File: config.mk
export PLATFORM = sky130hd
export DESIGN_NAME = cts_delay
export DESIGN_NICKNAME = d
export VERILOG_FILES = /design/src/hdl/cts_pkg.sv /design/src/hdl/cts_delay.sv
export SDC_FILE = /design/constraint.sdc
export NUM_CORES = 1
export LEC_CHECK = 0
export ABC_AREA = 1
export BUFFER_PORTS_ARGS = -buffer_cell sky130_fd_sc_hd__buf_2
export CAP_MARGIN = 20
export CORE_MARGIN = 10
export CORE_UTILIZATION = 35
export DETAILED_ROUTE_END_ITERATION = 8
export PLACE_DENSITY = 0.52
export SYNTH_ARGS = -nofsm -noshare
export SYNTH_HDL_FRONTEND = slang
export SYNTH_SLANG_ARGS = --single-unit
export TNS_END_PERCENT = 10
File: constraint.sdc
create_clock -name clk -period 1 [get_ports clk]
set_input_delay 0 -clock clk [delete_from_list [all_inputs] [get_ports clk]]
set_output_delay 0 -clock clk [all_outputs]
set_load 0.01 [all_outputs]
File: src/hdl/cts_pkg.sv
// Shared constants and the CORDIC angle table function for the spherical converter.
package cts_pkg;

  // Datapath width of the CORDIC vectors and of the angle accumulator
  localparam int unsigned CORDIC_W = 64;

  // floor(2^64 * 2/pi), maps Q0.64 radians to a full-turn binary angle
  localparam logic [CORDIC_W-1:0] ATAN_SCALE = 64'hA2F9836E4E441529;

  // Elaboration-time long division of a 64-bit value by a small odd number
  function automatic logic [CORDIC_W-1:0] cts_div(input logic [CORDIC_W-1:0] num,
                                                  input logic [CORDIC_W-1:0] den);
    logic [CORDIC_W:0]   rem_v;
    logic [CORDIC_W-1:0] quo;
    rem_v = '0;
    quo   = '0;
    for (int b = CORDIC_W - 1; b >= 0; b--) begin
      rem_v = {rem_v[CORDIC_W-1:0], num[b]};
      if (rem_v >= {1'b0, den}) begin
        rem_v  = rem_v - {1'b0, den};
        quo[b] = 1'b1;
      end
    end
    return quo;
  endfunction

  // Angle of one CORDIC step, 2^64 = 2*pi, from the truncated arctan series
  function automatic logic [CORDIC_W-1:0] cts_atan(input int unsigned idx);
    logic [CORDIC_W-1:0]   sum;
    logic [CORDIC_W-1:0]   term;
    logic [2*CORDIC_W-1:0] prod;
    logic                  add;
    sum  = '0;
    add  = 1'b1;
    prod = '0;
    if (idx == 0) begin
      return 64'h2000000000000000;
    end
    for (int unsigned k = 1; idx * k < CORDIC_W; k += 2) begin
      term = cts_div(64'd1 << (CORDIC_W - idx * k), 64'(k));
      sum  = add ? sum + term : sum - term;
      add  = !add;
    end
    prod = {64'd0, sum} * {64'd0, ATAN_SCALE};
    return CORDIC_W'(prod[2*CORDIC_W-1:CORDIC_W+2]);
  endfunction

endpackage

File: src/hdl/cts_delay.sv
// Enabled shift line that keeps side data aligned with the long pipeline paths.
module cts_delay
  import cts_pkg::*;
#(
  parameter int unsigned WIDTH = 32,
  parameter int unsigned DEPTH = 4
) (
  input  logic             clk,
  input  logic             en,
  input  logic [WIDTH-1:0] din,
  output logic [WIDTH-1:0] dout
);

  logic [WIDTH-1:0] taps [DEPTH];

  // Advance the whole line on enable, hold otherwise
  always_ff @(posedge clk) begin
    if (en) begin
      taps[0] <= din;
      for (int i = 1; i < DEPTH; i++) begin
        taps[i] <= taps[i-1];
      end
    end
  end

  assign dout = taps[DEPTH-1];

endmodule

After elaboration in Yosys (flattened, before gate mapping)
Memories as Yosys holds them, arrays and structs flattened.
Index checks and enable logic that the tools add are counted.

cells by class
  mux-type cells = 2

operator list
  operator  count
  $mux W1   2

word-level totals
  memory bits (writable) = 128
  memories = 1
  word-level logic and storage cells = 3
  flip-flop bits (word level) = 0
  input port bits = 34

memories
  memory  depth  width  read ports  clocked after memory_dff  wr ports  line             text
  taps    4      32     4           0                         4         cts_delay.sv:14  logic [WIDTH-1:0] taps [DEPTH];

Logic depth before layout (Yosys ltp)
  word-level depth = 2
  mapped depth = 0
  mapped depth without buffers = 0

Worst setup path before layout
No wires, ideal clock.

  path kind = register to register
  from = memory taps[0][0]
  to = memory taps[1][0], data pin
  path slack = 0.411 ns
  data required time = 0.734 ns
  period minus slack after synthesis = 0.589 ns
  setup time = 0.266 ns
  arrival = 0.323 ns
  cell stages (with the launch flop) = 1
  cells stage by stage = edfxtp_1

RTL lines
  what             line
  start, declared  cts_delay.sv:14

==> run_results.csv <==
group,metric,value,unit
run_status,status,"complete, but fails checks",
run_status,violations,"setup timing",
placement,dp_slack,204,ps
hold_path,hold_depth,2,
power_and_ir_drop,p_total,12.9,mW
yosys,synth.area.mux_share,0,%
final_layout,areaGrowthSynthToFinish,39.0,%
sta,finClkSkew,6.02,ps
yosys,yosysTopAreaCell,"edfxtp_1",
global_route,grt-ovfl-total,0,
final_layout,largest_register,"taps",
yosys,yosysWarningCount,0,
yosys,ys_seq_area_share,100,%
sta,slew_headroom,81.9,%
worst_setup_path,cp_max_fo,1,
yosys,ys_types,1,
worst_setup_path,crit_buf_inv,1,
sta,maxSlewViolCount,0,
sta,period_share,105,%
worst_setup_path,critPathKind,"flop to output pin",
worst_setup_path,worst_setup_path_start_kind,"flop",
yosys,synth_xor_area_share,0,%
drt,wl_per_cell,13.3,um
worst_setup_path,path_cells,"buf_6",
drt,routed_via_density,3.93,
sta,worst_pin_slew,272,ps
clock_network,cts_root_buf,"clkbuf_8",
worst_setup_path,reg2regPathDepth,0,
final_layout,nets,282,
hold_path,hold_class,"input port to flop",
power_and_ir_drop,leakage,1.96,nW
die,io_pins,66,
global_route,antenna_found_initial,0,
yosys,synth_compound_area_share,0,%
power_and_ir_drop,power_frac_comb,3.1,%
die,core_area,10800,sq um
clock_network,cts_buffer_depth,2,
yosys,synthesis.area,3840,sq um
sta,timing.final.ws_setup,-47.8,ps
yosys,synth-simple-area-share,0,%
sta,hold_violations,0,
drt,drc_errors,0,
global_route,grt_pass1_vias,1700,
clock_network,clk_latency,500,ps
worst_setup_path,slowest_stage,"edfxtp_1",
clock_network,cts_tree,"done",
worst_setup_path,crit_family,"flip-flops",
die,start_util,35.6,%
final_layout,multi_input_area,0,sq um
placement,portBuffers,65,
die,die_w,125,um
worst_setup_path,cpPeakStageDelay,410,ps
drt,ant_nets,0,
power_and_ir_drop,power_density,2410,nW/um^2
yosys,synth_nets,162,
power_and_ir_drop,switchingPower,2.50,mW
clock_network,h-tree-depth,4,
drt,vias,1577,
yosys,synth_fa_ha_area_share,0,%
sta,max_clock_freq,954,MHz
final_layout,drive_gt1_share,37.9,%
final_layout,top_regs,"taps x128",
power_and_ir_drop,pwr-share-clk,47.1,%
final_layout,largest_register_ffs,128,
worst_setup_path,worstPathRequired,1000,ps
final_layout,multi_input_cells,0,
power_and_ir_drop,p_sw_share,19.4,%
yosys,synth_area_leaders,"edfxtp_1 100%",
die,die_h,125,um
sta,period_minus_slack,1050,ps
drt,drt-total-wl,5340,um
sta,rsz0062_at_grt,"true",
worst_setup_path,worstPathArrival,1050,ps
job,drv_cap,0,
sta,tns,-178,ps
die,dieArea,15600,sq um
global_route,grt_max_degree,47,
global_route,grt_pass1_wl,8560,um
final_layout,antennaDiodeCount,0,
power_and_ir_drop,peakVddDrop,1.07,mV
placement,gp_congestion,0.657,
power_and_ir_drop,power.internal,10.4,mW
worst_setup_path,end_kind,"output pin",
drt,drtIter0Drc,116,
sta,finalSetupViolCount,11,
yosys,synth_cells,128,
yosys,synth_top_area_share,100,%
yosys,syn_avg_cell_area,30.0,sq um
power_and_ir_drop,seq_power_share,49.7,%
clock_network,cts.reportedPaths.clkPinSlew,60,ps
worst_setup_path,cp.depth,1,
drt,firstDrtPassIters,4,
yosys,synth_seq_cells,128,
clock_network,cts_made_buffers,17,
global_route,grt_usage,7.16,%
clock_network,cts_sinks,128,
die,rows,38,
[cell usage after synthesis]
library cell / instances
edfxtp_1: 128
[power groups by stage]
stage / logic, mW / clock network, mW / registers [mW]
5_1_grt: 0.442 / 6.53 / 6.43
3_5_place_dp: 0.313 / 0 / 6.52
6_report: 0.402 / 6.07 / 6.40
2_1_floorplan: 0 / 0 / 6.54
3_3_place_gp: 0.308 / 0 / 6.50
4_1_cts: 0.414 / 6.25 / 6.41
[logic make-up (layout without fill, tap and decap cells)]
| kind of cell | after synthesis | in the layout |
|---|---|---|
| flops | 128 | 128 |
| buf+inv | 0 | 133 |
[worst paths after layout]
| check | from | end | slack [ps] |
|---|---|---|---|
| worst min-delay path | din[4] | taps[0][4]$_DFFE_PP_ | 200 |
| worst min register to register | taps[1][16]$_DFFE_PP_ | taps[2][16]$_DFFE_PP_ | 410 |
| worst max-delay path | taps[3][10]$_DFFE_PP_ | dout[10] | -50 |
| worst max register to register | taps[2][21]$_DFFE_PP_ | taps[3][21]$_DFFE_PP_ | 370 |
[what timing repair did]
| item | 4_1_cts | 5_1_grt |
|---|---|---|
| buffers inserted | 0 | 0 |
| endpoints found under the setup margin | 32 | 32 |
| hold endpoints to repair | 37 | 0 |
| hold buffers | 33 | 0 |
| resized for setup | 0 | 1 |
[cells in the final DEF (no fill, tap or decap)]
cell type	n
dlygate4sd3_1	33
bufinv_16	3
buf_4	1
buf_6	1
clkinvlp_4	3
inv_8	1
edfxtp_1	128
buf_12	3
clkbuf_1	1
clkinv_2	1
clkinv_4	2
clkbuf_16	16
inv_6	4
buf_2	63
clkbuf_8	1
[cell type report]
cell class | count | area (sq um)
Fill cell | 872 | 5450
Sequential cell | 128 | 3840
Timing Repair Buffer | 101 | 724
Clock buffer | 18 | 418
Clock inverter | 14 | 181
Tap cell | 140 | 175
[metal layers]
| metal | up-vias | track usage (%) | wire length (um) |
|---|---|---|---|
| li1 | 769 | - | - |
| met4 | 0 | 4.73 | 47 |
| met1 | 755 | 8.12 | 2360 |
| met3 | 4 | 3.87 | 304 |
| met2 | 49 | 10.2 | 2640 |
| met5 | - | 0 | 0 |
[stage by stage]
step	area, sq um	hold slack, ps	util, %	cells
after CTS	5340	169	49.4	401
after global placement	4410	176	40.8	336
after global routing	5340	183	49.5	401
after detailed placement	4410	178	40.8	336
final	5340	204	49.5	401
after floorplan	3840	98.9	-	128
Power figures use the tool's default switching activity.
