--- src/hdl/cts_pkg.sv ---
// Shared constants and the CORDIC angle table function for the spherical converter.
package cts_pkg;

  // Datapath width of the CORDIC vectors and of the angle accumulator
  localparam int unsigned CORDIC_W = 64;

  // floor(2^64 * 2/pi), maps Q0.64 radians to a full-turn binary angle
  localparam logic [CORDIC_W-1:0] ATAN_SCALE = 64'hA2F9836E4E441529;

  // Elaboration-time long division of a 64-bit value by a small odd number
  function automatic logic [CORDIC_W-1:0] cts_div(input logic [CORDIC_W-1:0] num,
                                                  input logic [CORDIC_W-1:0] den);
    logic [CORDIC_W:0]   rem_v;
    logic [CORDIC_W-1:0] quo;
    rem_v = '0;
    quo   = '0;
    for (int b = CORDIC_W - 1; b >= 0; b--) begin
      rem_v = {rem_v[CORDIC_W-1:0], num[b]};
      if (rem_v >= {1'b0, den}) begin
        rem_v  = rem_v - {1'b0, den};
        quo[b] = 1'b1;
      end
    end
    return quo;
  endfunction

  // Angle of one CORDIC step, 2^64 = 2*pi, from the truncated arctan series
  function automatic logic [CORDIC_W-1:0] cts_atan(input int unsigned idx);
    logic [CORDIC_W-1:0]   sum;
    logic [CORDIC_W-1:0]   term;
    logic [2*CORDIC_W-1:0] prod;
    logic                  add;
    sum  = '0;
    add  = 1'b1;
    prod = '0;
    if (idx == 0) begin
      return 64'h2000000000000000;
    end
    for (int unsigned k = 1; idx * k < CORDIC_W; k += 2) begin
      term = cts_div(64'd1 << (CORDIC_W - idx * k), 64'(k));
      sum  = add ? sum + term : sum - term;
      add  = !add;
    end
    prod = {64'd0, sum} * {64'd0, ATAN_SCALE};
    return CORDIC_W'(prod[2*CORDIC_W-1:CORDIC_W+2]);
  endfunction

endpackage

--- src/hdl/cts_sqrt.sv ---
// Pipelined restoring square root, one root bit per stage, rounded to nearest.
module cts_sqrt
  import cts_pkg::*;
#(
  parameter int unsigned RW = 32
) (
  input  logic            clk,
  input  logic            en,
  input  logic [2*RW-1:0] sq,
  output logic [RW-1:0]   root
);

  localparam int unsigned MW = RW + 2;

  logic [2*RW-1:0] sv   [RW+1];
  logic [MW-1:0]   rem  [RW+1];
  logic [RW-1:0]   part [RW+1];
  logic [RW-1:0]   root_r;

  assign sv[0]   = sq;
  assign rem[0]  = '0;
  assign part[0] = '0;

  for (genvar k = 0; k < RW; k++) begin : g_bit
    logic [MW-1:0] rem_sh;
    logic [MW-1:0] trial;
    logic          fits;

    // Bring down the next pair of radicand bits and try a one
    always_comb begin
      rem_sh = {rem[k][MW-3:0], sv[k][2*RW-1:2*RW-2]};
      trial  = {part[k], 2'b01};
      fits   = rem_sh >= trial;
    end

    always_ff @(posedge clk) begin
      if (en) begin
        sv[k+1]   <= sv[k] << 2;
        rem[k+1]  <= fits ? rem_sh - trial : rem_sh;
        part[k+1] <= {part[k][RW-2:0], fits};
      end
    end
  end

  // Round up when the remainder exceeds the root
  always_ff @(posedge clk) begin
    if (en) begin
      root_r <= part[RW] + RW'(rem[RW] > {2'b00, part[RW]});
    end
  end

  assign root = root_r;

endmodule

--- config.mk ---
export PLATFORM = sky130hd
export DESIGN_NAME = cts_sqrt
export DESIGN_NICKNAME = d
export VERILOG_FILES = /design/src/hdl/cts_pkg.sv /design/src/hdl/cts_sqrt.sv
export SDC_FILE = /design/constraint.sdc
export NUM_CORES = 2
export LEC_CHECK = 0
export ABC_AREA = 0
export BUFFER_PORTS_ARGS = -buffer_cell sky130_fd_sc_hd__buf_2
export CORE_ASPECT_RATIO = 1.4
export CORE_MARGIN = 2
export CORE_UTILIZATION = 43
export DETAILED_ROUTE_END_ITERATION = 6
export PLACE_DENSITY = 0.68
export RECOVER_POWER = 50
export SYNTH_ARGS = -nofsm -noshare
export SYNTH_HDL_FRONTEND = slang
export SYNTH_SLANG_ARGS = --single-unit
--- constraint.sdc ---
create_clock -name clk -period 3.8 [get_ports clk]
set_input_delay 0.19 -clock clk [delete_from_list [all_inputs] [get_ports clk]]
set_output_delay 0.19 -clock clk [all_outputs]
set_load 0.005 [all_outputs]
Yosys cells after proc, flatten, opt, wreduce, memory -nomap -nowiden
Index checks and enable logic that the tools add are counted.
{ "word_totals": {"wordCells": 195, "reg_bits": 2549, "input_bits": 66, "output_inout_bits": 32} }
{ "classes": {"magnitude_cmp": 33, "muxes": 32, "add_sub_neg": 33} }
{ "ops": {"columns": ["operator", "count"], "rows": [
  ["32-bit two-way mux", 30],
  ["34-bit by 10-bit greater-or-equal comparator with 1-bit output", 1],
  ["34-bit by 11-bit greater-or-equal comparator with 1-bit output", 1],
  ["34-bit by 12-bit greater-or-equal comparator with 1-bit output", 1],
  ["34-bit by 13-bit greater-or-equal comparator with 1-bit output", 1],
  ["34-bit by 14-bit greater-or-equal comparator with 1-bit output", 1],
  ["34-bit by 15-bit greater-or-equal comparator with 1-bit output", 1],
  ["34-bit by 16-bit greater-or-equal comparator with 1-bit output", 1],
  ["34-bit by 17-bit greater-or-equal comparator with 1-bit output", 1],
  ["34-bit by 18-bit greater-or-equal comparator with 1-bit output", 1],
  ["34-bit by 19-bit greater-or-equal comparator with 1-bit output", 1],
  ["34-bit by 20-bit greater-or-equal comparator with 1-bit output", 1],
  ["34-bit by 21-bit greater-or-equal comparator with 1-bit output", 1],
  ["34-bit by 22-bit greater-or-equal comparator with 1-bit output", 1],
  ["34-bit by 23-bit greater-or-equal comparator with 1-bit output", 1],
  ["34-bit by 24-bit greater-or-equal comparator with 1-bit output", 1],
  ["34-bit by 25-bit greater-or-equal comparator with 1-bit output", 1],
  ["34-bit by 26-bit greater-or-equal comparator with 1-bit output", 1],
  ["34-bit by 27-bit greater-or-equal comparator with 1-bit output", 1],
  ["34-bit by 28-bit greater-or-equal comparator with 1-bit output", 1],
  ["34-bit by 29-bit greater-or-equal comparator with 1-bit output", 1],
  ["34-bit by 3-bit greater-or-equal comparator with 1-bit output", 1],
  ["34-bit by 30-bit greater-or-equal comparator with 1-bit output", 1],
  ["34-bit by 31-bit greater-or-equal comparator with 1-bit output", 1],
  ["other kinds (45)", 45]
]} }

Depth between registers and ports, before layout
{ "logic_depth": {"ltp_word": 2, "ltp_mapped": 20, "depth_no_buf": 20} }

Worst setup path after synthesis
Ideal clock, no wire load.
{ "synth_path": {"path_kind": "register -> register", "startpoint": "reg part[3] (netlist name)", "endpoint": "reg root_r[29] (netlist: root[29]), data pin", "n_path_buf": 0, "t_required_ps": 3542, "arrival_time_ps": 2978, "setup_slack_ps": 565, "stages_incl_launch_ff": 20, "synth_period_minus_slack_ps": 3235, "setup_ps": 258, "path_cell_list": "edfxtp_1 inv_1 ha_1 a21o_1 a21o_1 a21oi_1 o211ai_1 nand2_1 o211ai_1 a21oi_1 nand2_1 a21oi_1 a31oi_1 ha_1 and3_1 nand3_1 or2_2 nor3_1 nand3_1 xnor2_1"} }
{ "synth_via": {"elab_chain_cells": 2} }
{ "synth_rtl": {"columns": ["item", "line_no", "text"], "rows": [
  ["start, declared", "cts_sqrt.sv:17", "logic [RW-1:0] part [RW+1];"],
  ["start signal, assigned by index", "cts_sqrt.sv:40", "part[k+1] <= {part[k][RW-2:0], fits};"],
  ["34-bit by 32-bit greater-than comparator with 1-bit output", "cts_sqrt.sv:48", "root_r <= part[RW] + RW'(rem[RW] > {2'b00, part[RW]});"],
  ["32-bit by 1-bit adder with 32-bit output *", "cts_sqrt.sv:48", null],
  ["end signal, assigned", "cts_sqrt.sv:48", null],
  ["end, declared", "cts_sqrt.sv:18", "logic [RW-1:0] root_r;"]
]} }
Mark *: on every way between the ends. The rest lies on a longest branch, timed or not.
A chain may end at the register's enable or synchronous reset.

Worst setup path in the final report
{ "layout_path": {"startpoint": "reg rem (netlist bit g_bit[21].rem_sh[9])", "endpoint": "reg rem (netlist bit g_bit[22].rem_sh[32]), data pin"} }
{ "layout_via": {"elab_chain_cells": 2, "word_cells_on_any_way": 3, "classes_between": "add/sub: 1; order compare: 1; mux: 1"} }
{ "layout_rtl": {"columns": ["item", "line_no", "text"], "rows": [
  ["start, declared", "cts_sqrt.sv:16", "logic [MW-1:0] rem [RW+1];"],
  ["start signal, assigned by index", "cts_sqrt.sv:39", "rem[k+1] <= fits ? rem_sh - trial : rem_sh;"],
  ["32-bit by 23-bit subtractor with 32-bit output / 34-bit by 23-bit greater-or-equal comparator with 1-bit output (equally long branches)", "cts_sqrt.sv:39, cts_sqrt.sv:33", null],
  ["32-bit two-way mux *", "cts_sqrt.sv:39", null]
]} }
Marked as above.

==> run summary <==
First drt pass iteration count - 6
Sw Ratio - 29.17%
Die Wd - 448.6 µm
Post-synth cell types - 107
Detailed-route DRC error count - 0
Psw - 24.13 mW
ANT nets after route - 0
Comb power frac - 24.2%
Clk pwr share - 29.6%
Commonest cells post-synth - 2,532 x edfxtp_1, 727 x inv_1, 665 x nand2_1
CP Class - reg2reg
Worst-skew pair later-pin latency - 0.93 ns
Top FF cell, synth - edfxtp_1
Post-layout minimum cycle time - 3.715 ns
Fmax - 269.2 MHz
Cell row count - 228
Root Buffer - clkbuf_16
Slew headroom - -41.95%
Share of layout cells above drive strength 1 - 9.786%
Largest net degree at the start of global routing - 110
P&R area growth vs syn - 14.11%
Net Count, Synth - 9,903
Vias in the first global route - 75,520
Final slew viol count - 298
Worst-path maximum fanout - 4
Final setup margin - 0.08508 ns
Slowest stage cell, crit path - a2111oi_0
Critical Path RT - 4.37 ns
Worst R2R Setup Slack - 0.09 ns
Yosys top cell by area - edfxtp_1
WL final - 250,600 µm
Clock sinks - 2,532
Maximum VDD drop - 0.4640 mV
RSZ-0062 raised after global routing - true
Pwr Density - 609.2 nW/µm²
Vias/cell - 5.301
Initial antenna violation count - 2
Total Neg Setup Slack - 0 ns
CP most frequent cell - a21o_1
Place WS - -0.1676 ns
RR Endpoint - g_bit[22].rem_sh[32]
Cts bufs inserted - 247
Core area - 275,300 µm²
Remaining global-route overflow - 0
Seq/Total Area, Yosys - 63.90%
Clk pin slew, worst setup/hold paths - 0.06 ns
Synth Instances - 9,240
Status - complete, but fails checks
Worst stage delay on the critical path - 0.59 ns
Setup crit start kind - flip-flop
Crit path DAT - 4.28 ns
Critical Path Source - g_bit[21].rem_sh[9]
Seq pwr share - 46.2%
I/O Buffers - 97
Share of the synthesized area in the top cell type - 63.90%
Vias - 73,030
CP endpoint kind - flip-flop
First-pass GRT wire length - 391,200 µm
WL/cell - 18.19 µm
Pint - 58.59 mW
Maximum clock insertion buffer count - 4
GRT Resource Usage Total - 17.37%
Hold WC Path Type - in2reg
Most frequent cell after synthesis - edfxtp_1
Die area - 281,000 µm²
Worst setup path endpoint - g_bit[22].rem_sh[32]
Syn_area_per_cell - 12.88 µm²
CTS tree - built
Post-layout nets - 10,540
Pleak - 52.44 nW
IO Pins - 98
Final hold violation count - 0
EDFF count, synth - 2,532
Failing checks - max-capacitance violations, max-slew violations
Slew @ Worst Pin - 2.129 ns
Worst flop-to-flop path startpoint - g_bit[21].rem_sh[9]
R2R depth - 11
Placer Congestion - 0.9763
CTS HTree Levels - 4
Yosys Warn Count - 0
Layout Skew - 0.1121 ns
Max Cap Viol - 6
Initial Util - 43.22%
Die height - 626.4 µm
Endpoints failing setup - 0
Yosys reg bits - 2,532
Mapped Area - 119,000 µm²
DR iter-0 viols - 4,660
Async S/R FF share, synth - 0%
Post-DP HPWL - 183,900 µm
Tcrit/Tclk final - 97.76%
Synth area leaders - edfxtp_1 64%, ha_1 6.3%, xnor2_1 3.3%, xor2_1 3.0%, a21oi_1 2.4%
Crit path cell chain - ha_1, a21o_1, a21o_1, a2111oi_0, o41ai_1, a31oi_1, nand3b_1, nand2_1, and2_1, a211oi_1, xor2_1
## metal layers
metal,GRT usage [%],share of wire (%)
met1,15.80,33
met2,35.46,57
met4,11.20,6.8
met5,0,0
met3,2.043,3.0
## placed cells by master, fill, tap and decap left out, types with 41 or more instances in the layout
master / n
or3_1: 72
clkinv_2: 62
nor2b_1: 98
nand2_1: 664
dlygate4sd3_1: 127
clkinv_1: 43
buf_4: 271
clkbuf_1: 55
nand2b_1: 111
or4_1: 42
clkbuf_16: 247
ha_1: 595
and3_1: 59
a31oi_1: 43
xor2_1: 401
nor3_1: 206
a211oi_1: 41
nand4_1: 99
a21o_1: 280
nor2_1: 534
nor4_1: 110
a21oi_1: 565
inv_1: 727
o21a_1: 108
o21bai_1: 47
nand3_1: 154
edfxtp_1: 2532
xnor2_1: 452
mux2_2: 54
o31ai_1: 51
o21ai_0: 510
buf_2: 91
## worst max-delay path: cells and delay by family, from the launching register on
family	cells	cell delay, ns
XOR/XNOR	1	0.10
AO/OA/AOI/OAI	6	1.93
AND/OR/NAND/NOR	3	0.51
adder cells (fa/ha/maj)	1	0.39
flip-flops	1	0.51
## timing repair
action                                 in CTS  in global routing
cloned                                      0                  0
buffers inserted                            2                  3
resized for setup                           7                 27
hold buffers                              127                  0
pin swaps                                   1                  6
setup endpoints to repair                  23                 56
endpoints found under the hold margin     132                  0
## registers in the layout, summed over array words and instances, names as in the netlist
signal	cells
sv	930
rem	34
g_bit.rem_sh	1008
part	32
g_bit.trial	496
root	32
## worst min-delay path by stage
| stage | slack (ns) | cells past startpoint | to | from |
|---|---|---|---|---|
| final | 0.18 | 3 | g_bit[1].rem_sh[2] | sq[62] |
| after floorplan | 0.29 | 0 | g_bit[1].rem_sh[0] | sq[60] |
| after CTS | 0.03 | 3 | g_bit[1].rem_sh[2] | sq[62] |
| after global placement | 0.37 | 1 | sv[2002] | sq[16] |
| after detailed placement | 0.37 | 1 | sv[2036] | sq[50] |
| after global routing | 0.14 | 3 | g_bit[1].rem_sh[2] | sq[62] |
## area by class of cell
class / count / area [µm²]
Tap cell: 3680 / 4604
Clock inverter: 175 / 1787
Inverter: 732 / 2748
Fill cell: 23300 / 139500
Timing Repair Buffer: 564 / 4593
Sequential cell: 2532 / 76030
Antenna cell: 10 / 25.02
Multi-Input combinational cell: 5804 / 39690
Clock buffer: 279 / 6301
## power groups by stage
| stage | registers, mW | logic (mW) | clock network, mW |
|---|---|---|---|
| floorplan | 37.7 | 14.2 | 0 |
| global placement | 38.6 | 19.2 | 0 |
| detailed placement | 38.7 | 19.7 | 0 |
| CTS | 38.1 | 19.9 | 25.2 |
| global route | 38.5 | 22.2 | 26.2 |
| finish | 38.2 | 20.0 | 24.5 |
## cell families (layout without fill, tap and decap cells)
family | count (synthesis) | in the layout | synth area share, %
flip-flops | 2532 | 2532 | 63.90
adder cells (fa/ha/maj) | 597 | 597 | 6.277
buffers and inverters | 904 | 1750 | 2.935
AND/OR/NAND/NOR | 2350 | 2350 | 9.767
XOR/XNOR | 853 | 853 | 6.279
AO/OA/AOI/OAI | 1918 | 1918 | 9.994
multiplexers | 85 | 85 | 0.8475
other | 1 | 11 | 0.003151
## per-stage QoR
step | util, % | std cells | hold WS [ns] | total power, mW | cell area [µm²]
detailed placement | 45.98 | 13180 | 0.3681 | 58.39 | 126600
finish | 49.32 | 13780 | 0.1823 | 82.71 | 135800
global route | 49.32 | 13780 | 0.1360 | 86.94 | 135800
floorplan | - | 9240 | 0.2889 | 51.86 | 119000
global placement | 45.98 | 13180 | 0.3662 | 57.83 | 126600
CTS | 49.40 | 13760 | 0.02662 | 83.29 | 136000
No activity file was read; power rests on OpenSTA's default activity.
